--- config.mk ---
export PLATFORM = sky130hd
export DESIGN_NAME = scra_ctrl
export DESIGN_NICKNAME = d
export VERILOG_FILES = /design/src/rtl/scra_pkg.sv /design/src/rtl/scra_ctrl.sv
export SDC_FILE = /design/constraint.sdc
export NUM_CORES = 1
export LEC_CHECK = 0
export ABC_AREA = 1
export BUFFER_PORTS_ARGS = -buffer_cell sky130_fd_sc_hd__buf_4
export CORE_MARGIN = 4
export CORE_UTILIZATION = 48
export DETAILED_ROUTE_END_ITERATION = 6
export MAX_ROUTING_LAYER = met4
export PLACE_DENSITY = 0.79
export SLEW_MARGIN = 10
export SYNTH_ARGS = -nofsm -noshare
export SYNTH_HDL_FRONTEND = slang
export SYNTH_SLANG_ARGS = --single-unit
--- constraint.sdc ---
create_clock -name clk -period 1.56 [get_ports clk]
set_input_delay 0.078 -clock clk [delete_from_list [all_inputs] [get_ports clk]]
set_output_delay 0.078 -clock clk [all_outputs]
set_load 0.03 [all_outputs]
--- src/rtl/scra_pkg.sv ---
// Shared types and codes for the size class record allocator.
package scra_pkg;

  localparam logic [2:0] OP_ALLOC  = 3'd0;
  localparam logic [2:0] OP_APPEND = 3'd1;
  localparam logic [2:0] OP_READ   = 3'd2;
  localparam logic [2:0] OP_ERASE  = 3'd3;
  localparam logic [2:0] OP_CLEAR  = 3'd4;

  localparam logic [2:0] ST_OK         = 3'd0;
  localparam logic [2:0] ST_BAD_ID     = 3'd1;
  localparam logic [2:0] ST_SIZE       = 3'd2;
  localparam logic [2:0] ST_RECS_FULL  = 3'd3;
  localparam logic [2:0] ST_DATA_FULL  = 3'd4;
  localparam logic [2:0] ST_CLASS_FULL = 3'd5;

  typedef enum logic [1:0] {
    RA_ID   = 2'd0,
    RA_HEAD = 2'd1,
    RA_CUR  = 2'd2
  } ra_sel_t;

  typedef struct packed {
    logic       load_in;
    logic       lookup;
    logic       key_ram;
    ra_sel_t    ra_sel;
    logic       set_st;
    logic [2:0] st_code;
    logic       do_fresh;
    logic       do_reuse;
    logic       do_link;
    logic       do_read;
    logic       do_clear;
    logic       walk_init;
    logic       walk_cmp;
    logic       walk_upd;
    logic       load_out;
  } cmd_t;

  typedef struct packed {
    logic [2:0] op;
    logic       id_ok;
    logic       prev_ok;
    logic       hit;
    logic       head_ok;
    logic       class_full;
    logic       recs_full;
    logic       data_full;
    logic       size_match;
    logic       follow_ok;
    logic       step_last;
  } stat_t;

endpackage

--- src/rtl/scra_ctrl.sv ---
// Controller: sequences each operation and owns both handshakes.
module scra_ctrl import scra_pkg::*; (
  input  logic  clk,
  input  logic  rst_n,
  input  logic  in_valid,
  output logic  in_stall,
  output logic  out_valid,
  input  logic  out_stall,
  input  stat_t stat,
  output cmd_t  cmd
);

  typedef enum logic [9:0] {
    S_IDLE  = 10'b0000000001,
    S_LOOK  = 10'b0000000010,
    S_DISP  = 10'b0000000100,
    S_HEAD  = 10'b0000001000,
    S_REUSE = 10'b0000010000,
    S_LINK  = 10'b0000100000,
    S_WCMP  = 10'b0001000000,
    S_WUPD  = 10'b0010000000,
    S_WRD   = 10'b0100000000,
    S_FIN   = 10'b1000000000
  } state_t;

  state_t state_r, state_nxt;
  logic   out_valid_r, out_valid_nxt;

  assign in_stall  = state_r != S_IDLE;
  assign out_valid = out_valid_r;

  always_comb begin
    state_nxt     = state_r;
    out_valid_nxt = out_valid_r && out_stall;
    cmd           = '0;
    cmd.ra_sel    = RA_ID;
    case (state_r)
      S_IDLE: begin
        if (in_valid) begin
          cmd.load_in = 1'b1;
          state_nxt   = S_LOOK;
        end
      end
      S_LOOK: begin
        cmd.lookup = 1'b1;
        state_nxt  = S_DISP;
      end
      S_DISP: begin
        state_nxt = S_FIN;
        case (stat.op)
          OP_ALLOC, OP_APPEND: begin
            if (stat.op == OP_APPEND && !stat.prev_ok) begin
              cmd.set_st  = 1'b1;
              cmd.st_code = ST_BAD_ID;
            end else if (!stat.hit && stat.class_full) begin
              cmd.set_st  = 1'b1;
              cmd.st_code = ST_CLASS_FULL;
            end else if (stat.hit && stat.head_ok) begin
              state_nxt = S_HEAD;
            end else if (stat.recs_full) begin
              cmd.set_st  = 1'b1;
              cmd.st_code = ST_RECS_FULL;
            end else if (stat.data_full) begin
              cmd.set_st  = 1'b1;
              cmd.st_code = ST_DATA_FULL;
            end else begin
              cmd.do_fresh = 1'b1;
              if (stat.op == OP_APPEND) begin
                state_nxt = S_LINK;
              end
            end
          end
          OP_READ: begin
            if (!stat.id_ok) begin
              cmd.set_st  = 1'b1;
              cmd.st_code = ST_BAD_ID;
            end else if (!stat.size_match) begin
              cmd.set_st  = 1'b1;
              cmd.st_code = ST_SIZE;
            end else begin
              cmd.do_read = 1'b1;
            end
          end
          OP_ERASE: begin
            if (!stat.id_ok) begin
              cmd.set_st  = 1'b1;
              cmd.st_code = ST_BAD_ID;
            end else begin
              cmd.walk_init = 1'b1;
              state_nxt     = S_WCMP;
            end
          end
          OP_CLEAR: begin
            cmd.do_clear = 1'b1;
          end
          default: begin
          end
        endcase
      end
      S_HEAD: begin
        cmd.ra_sel = RA_HEAD;
        state_nxt  = S_REUSE;
      end
      S_REUSE: begin
        cmd.do_reuse = 1'b1;
        state_nxt    = (stat.op == OP_APPEND) ? S_LINK : S_FIN;
      end
      S_LINK: begin
        cmd.do_link = 1'b1;
        state_nxt   = S_FIN;
      end
      S_WCMP: begin
        cmd.lookup   = 1'b1;
        cmd.key_ram  = 1'b1;
        cmd.walk_cmp = 1'b1;
        state_nxt    = S_WUPD;
      end
      S_WUPD: begin
        cmd.walk_upd = 1'b1;
        state_nxt    = (stat.follow_ok && !stat.step_last) ? S_WRD : S_FIN;
      end
      S_WRD: begin
        cmd.ra_sel = RA_CUR;
        state_nxt  = S_WCMP;
      end
      S_FIN: begin
        if (!out_valid_r || !out_stall) begin
          cmd.load_out  = 1'b1;
          out_valid_nxt = 1'b1;
          state_nxt     = S_IDLE;
        end
      end
      default: begin
        state_nxt = S_IDLE;
      end
    endcase
  end

  always_ff @(posedge clk) begin
    if (!rst_n) begin
      state_r     <= S_IDLE;
      out_valid_r <= 1'b0;
    end else begin
      state_r     <= state_nxt;
      out_valid_r <= out_valid_nxt;
    end
  end

endmodule

==> metrics.txt, run 1 <==
status complete, but fails checks; failing checks negative setup slack; Vias between 1,000 and 1,500; overall routing resource usage 0.227; crit path time final around 1.6 ns; unrepaired setup endpoints after global routing true; TritonCTS clock tree done; post-synthesis sequential area ratio 0.230; normalized max-slew margin 0.784; critical path startpoint state_r[5]; Synth Instances 170; total gr overflow 0; proportion of synthesized area in mux cells 0; Lkg Pwr 0.826 nW; Power Total 725 uW; Setup crit end kind primary output; port buffer count 36; Avg Inst Size Synth ~5.6 um2; H-tree levels 1; Die Wd 52.7 um; largest net degree at the start of global routing 8; initial antenna violation count 0; Slew @ Worst Pin 0.321 ns; Via density 5.31; Synth Area in Simple Gates 0.529; cell area after synthesis 957 um2; CORE AREA 1800 um2; DRC errors left 0; Setup crit end cmd[9]; io pins 37; CP required 1.48 ns; vias in the first global route 1,162; main combinational cell family by area after synthesis simple AND/OR/NAND/NOR gates; post-synthesis compound-gate area fraction 0.0719; Hold Crit Class primary input to flip-flop; post-synthesis adder-cell area fraction 0; top cells by area, synth dfxtp_1 23%, nand2_1 14%, inv_1 12%; DRT Pass-1 Iters 6; Final setup viols 7; Final Cell Area ~1500 um2; Yosys top cell area share 0.230; Die ar. around 2800 um2; crit path kind flip-flop to primary output; hold wc startpoint rst_n; max-slew violation count 0; Reg2Reg Setup Slack 0.02 ns; hold slack 0.0358 ns; clock slew at reported path FFs roughly 0.08 ns; Antenna Nets Post-Route 0; startpoint class of the critical path flip-flop; Critical Path Fanout Max 4; hold path cells 2; Root Driver clkbuf_4; FMAX 0.608 GHz; Fin. Hold Viols 0; clock skew between 0.0009 and 0.001 ns; Max clock buf depth 2; most area-hungry cell type in the Yosys netlist dfxtp_1; most frequently used flop master after synthesis dfxtp_1; Distinct cells, synth 22; # diodes 0; top post-synthesis cells by count 35 x nand2_1, 31 x inv_1, 28 x nor2_1; layout net count 238; share of cells above drive strength 1 0.432; Worst-Skew Late Latency 0.27 ns; gpl congestion 0.878; DR WL/cell 13.2 um; DRT Wirelength 3230 um; worst r2r path cells 10; fin crit share 1.05; DP Cell Count 230; first-pass GRT wire length roughly 4600 um; CP Data Arrival Time 1.57 ns; HPWL after detailed placement 2120 um; CTS Buf Count 3; XOR/XNOR Fraction of Synth Area 0; Initial Utilization 0.531; synth warn 0; DR iter-0 viols 56; Post-synth EDFFs 0; maxcap violations 0; async set-reset flop share out of synthesis 0; count leader, synth nand2_1; area post-placement 1250 um2; final worst slack -0.0834 ns; Seq cells post-synth 11; Reg-to-Reg Start state_r[5]; maximum VDD drop 0.000331 V; Reg2Reg Capture Point state_r[2]; num rows 15; clock sinks 11; Power Dens Cells 481 nW/um2; Syn Nets 187; Layout Cells excl Fill 245; Layout area overhead 57.3%; die height 52.7 um
stage by stage:
step	setup TNS [ns]	worst slack, ns	util
floorplan	0	0.0458	-
global placement	0	0.148	0.694
detailed placement	0	0.0849	0.694
CTS	-0.252	-0.0589	0.777
global route	-1.31	-0.157	0.835
finish	-0.344	-0.0834	0.835
cell usage in the layout, fill, tap and decap left out, drive strengths merged:
master,count
nand3,17
nor3,8
o21ai,5
a31oi,1
dfxtp,11
buf,47
clkinv,1
nand2,39
inv,40
a21oi,6
nand4,1
clkbuf,4
nand3b,3
nor2,36
and2,1
worst min-delay path by stage:
stage | end | slack (ns)
final | state_r[0] | 0.04
after floorplan | state_r[0] | 0.16
after detailed placement | state_r[0] | 0.32
after global placement | state_r[0] | 0.32
after global routing | state_r[0] | 0.06
after CTS | state_r[0] | 0.04
routing by layer:
metal / global-route usage / up-vias / routed length [um]
li1: - / 622 / -
met4: 0.0383 / 0 / 72
met1: 0.255 / 585 / 1230
met3: 0.0484 / 13 / 271
met5: - / - / 0
met2: 0.415 / 80 / 1650
registers in the layout, indices dropped and copies added, names as in the netlist:
signal and count:
state_r 10, out_valid 1
worst max-delay path, stage by stage (launching register included):
cell	delay, ns
dfxtp_4	0.36
nor2_4	0.14
nand2_4	0.07
nor2_4	0.10
nand2_4	0.09
nor2_4	0.11
inv_2	0.07
a31oi_1	0.15
buf_4	0.19
power by group:
| part | internal, mW | switching (mW) | leakage [nW] | total, mW |
|---|---|---|---|---|
| sequential | 0.285 | 0.00535 | 0.0920 | 0.290 |
| combinational | 0.0921 | 0.137 | 0.719 | 0.229 |
| clock | 0.0991 | 0.107 | 0.0150 | 0.206 |
what timing repair did:
item                       CTS  global route
buffers inserted             6             5
hold buffers                 0             0
pin swaps                    6             3
setup endpoints to repair    8            17
gates resized for setup     18            19
cell type report:
class / instances / area, um2
tap: 25 / 31.3
clock buffer: 4 / 26.3
fill: 126 / 297
timing repair buffer: 47 / 392
sequential: 11 / 229
inverter: 41 / 166
multi-input combinational: 117 / 661
cell families (layout without fill, tap and decap cells):
| family | count (synthesis) | in the layout |
|---|---|---|
| buffers and inverters | 42 | 92 |
| AO/OA/AOI/OAI | 12 | 12 |
| AND/OR/NAND/NOR | 105 | 105 |
| flip-flops | 11 | 11 |
Note: power is estimated with default switching activity, not from simulation.
==> run 2: changes to the inputs <==
--- a/config.mk
+++ b/config.mk
@@ -8,10 +8,9 @@
 export ABC_AREA = 1
 export BUFFER_PORTS_ARGS = -buffer_cell sky130_fd_sc_hd__buf_4
 export CORE_MARGIN = 4
-export CORE_UTILIZATION = 48
+export CORE_UTILIZATION = 30
 export DETAILED_ROUTE_END_ITERATION = 6
 export MAX_ROUTING_LAYER = met4
-export PLACE_DENSITY = 0.79
 export SLEW_MARGIN = 10
 export SYNTH_ARGS = -nofsm -noshare
 export SYNTH_HDL_FRONTEND = slang
==> metrics.txt, run 2 (synthesis gave the netlist of run 1 again) <==
hold slack 0.0420 ns; overall routing resource usage 0.141; first-pass GRT wire length 4600 um; clock skew 0.000978 ns; Die ar. ~4200 um2; worst r2r path cells 10; die height approximately 64 um; Die Wd about 64 um; max reg flops 10; Critical Path Fanout Max 6; Largest stage delay, worst path 0.34 ns; DRT Pass-1 Iters 4; Reg area around 230 um2; CP cell instances nor2_4, nand2_4, nor2_4, nand2_4, nor2_4, inv_2, a31oi_1, buf_4; DR iter-0 viols 51; Fin. Hold Viols 0; status complete, but fails checks; CP dominant cell by count nor2_4; register with the highest flop count state_r; failing checks negative setup slack; initial antenna violation count 0; share of cells above drive strength 1 0.469; commonest non-fill, non-tap cell in the layout buf_4; fin crit share 1.04; Power Dens Cells 466 nW/um2; total gr overflow 0; Via density 4.45; Final Util 0.510; CTS Buf Count 3; Final Cell Area 1560 um2; max-slew violation count 0; Max clock buf depth 2; port buffer count 36; most frequent cells in the layout 40 x buf_4, 30 x nand2_1, 29 x inv_1, 22 x nor2_1, 14 x nand3_1; setup tns final -0.130 ns; DRT Wirelength 2850 um; Final setup viols 5; Vias 1,193; CP required approximately 1.5 ns; Worst-Skew Late Latency 0.26 ns; Antenna Nets Post-Route 0; Initial Utilization 0.314; maxcap violations 0; fillers 341; DR WL/cell 10.6 um; crit path time final 1.62 ns; CORE AREA 3050 um2; Slew @ Worst Pin 0.256 ns; slowest CP cell dfxtp_2; Reg-to-Reg Start state_r[5]; vias in the first global route ~1,100; unrepaired setup endpoints after global routing true; Post-CTS Hold Fix Bufs 0; largest net degree at the start of global routing 8; startpoint class of the critical path flip-flop; Reg2Reg Setup Slack 0.12 ns; layout net count 242; Hold Path End state_r[0]; HPWL after detailed placement 2140 um; FMAX roughly 0.62 GHz; area post-placement between 1000 and 1500 um2; normalized max-slew margin 0.829; maximum VDD drop 0.000212 V; clock sinks 11; area occupied by multi-input gates 671 um2; Lkg Pwr approximately 0.84 nW; crit path kind flip-flop to primary output; hold path cells 2; gpl congestion 0.846; Setup crit end kind primary output; Reg2Reg Capture Point state_r[2]; io pins 37; CP Data Arrival Time around 1.5 ns; Root Driver clkbuf_4; H-tree levels 1; DRC errors left 0; # diodes 0; TritonCTS clock tree done; hold wc startpoint rst_n; clock slew at reported path FFs 0.07 ns; Hold Crit Class primary input to flip-flop; Layout area overhead 62.7%; num rows 20; final worst slack -0.0555 ns
run 2: cell count changes in the layout (fill, tap and decap cells not counted), sizes merged:
cell    previous run  this run
buf               47        51
clkinv             1         0
inv               40        41
run 2: final cells by class:
cell class | count | share of cell area
multi-input cells | 117 | 0.431
clock buffers | 4 | 0.0169
flip-flops and latches | 11 | 0.146
inverters | 41 | 0.0988
repair buffers | 51 | 0.272
well taps | 44 | 0.0353
run 2: per-stage QoR:
stage | instances | total power [mW] | setup WS, ns
final | 268 | 0.726 | -0.0555
after floorplan | 170 | 0.415 | 0.0458
after global placement | 249 | 0.488 | 0.0862
after detailed placement | 249 | 0.488 | 0.111
after CTS | 262 | 0.695 | -0.0550
after global routing | 268 | 0.767 | -0.163
run 2: timing repair:
action | CTS | global route
buffers inserted | 9 | 6
pin swaps | 8 | 6
resized for setup | 14 | 30
setup endpoints to repair | 7 | 17
run 2: worst max-delay path by stage:
stage	cells after the start	endpoint	start	slack, ns
2_1_floorplan	7	cmd[11]	state_r[6]	0.05
3_3_place_gp	8	cmd[11]	state_r[5]	0.09
3_5_place_dp	8	cmd[11]	state_r[5]	0.11
4_1_cts	8	cmd[11]	state_r[4]	-0.06
5_1_grt	8	cmd[11]	state_r[5]	-0.16
6_report	8	cmd[9]	state_r[5]	-0.06
run 2: per-layer routing:
layer / part of all wire / vias up / global-route usage
met5: 0 / - / -
met4: 0.0035 / 0 / 0.0475
met3: 0.056 / 2 / 0.0295
met2: 0.50 / 38 / 0.242
li1: - / 631 / -
met1: 0.44 / 522 / 0.164
run 2: worst max-delay path: cells and delay by family, from the launching register on:
family | cells | cell delay (ns)
simple gates | 5 | 0.52
compound gates | 1 | 0.15
buf+inv | 2 | 0.25
flops | 1 | 0.34
run 2: report_power, final:
part           total, mW  internal (mW)  switching (mW)
sequential         0.292          0.287         0.00547
clock              0.196         0.0988          0.0974
combinational      0.237          0.102           0.135
total              0.726          0.488           0.238
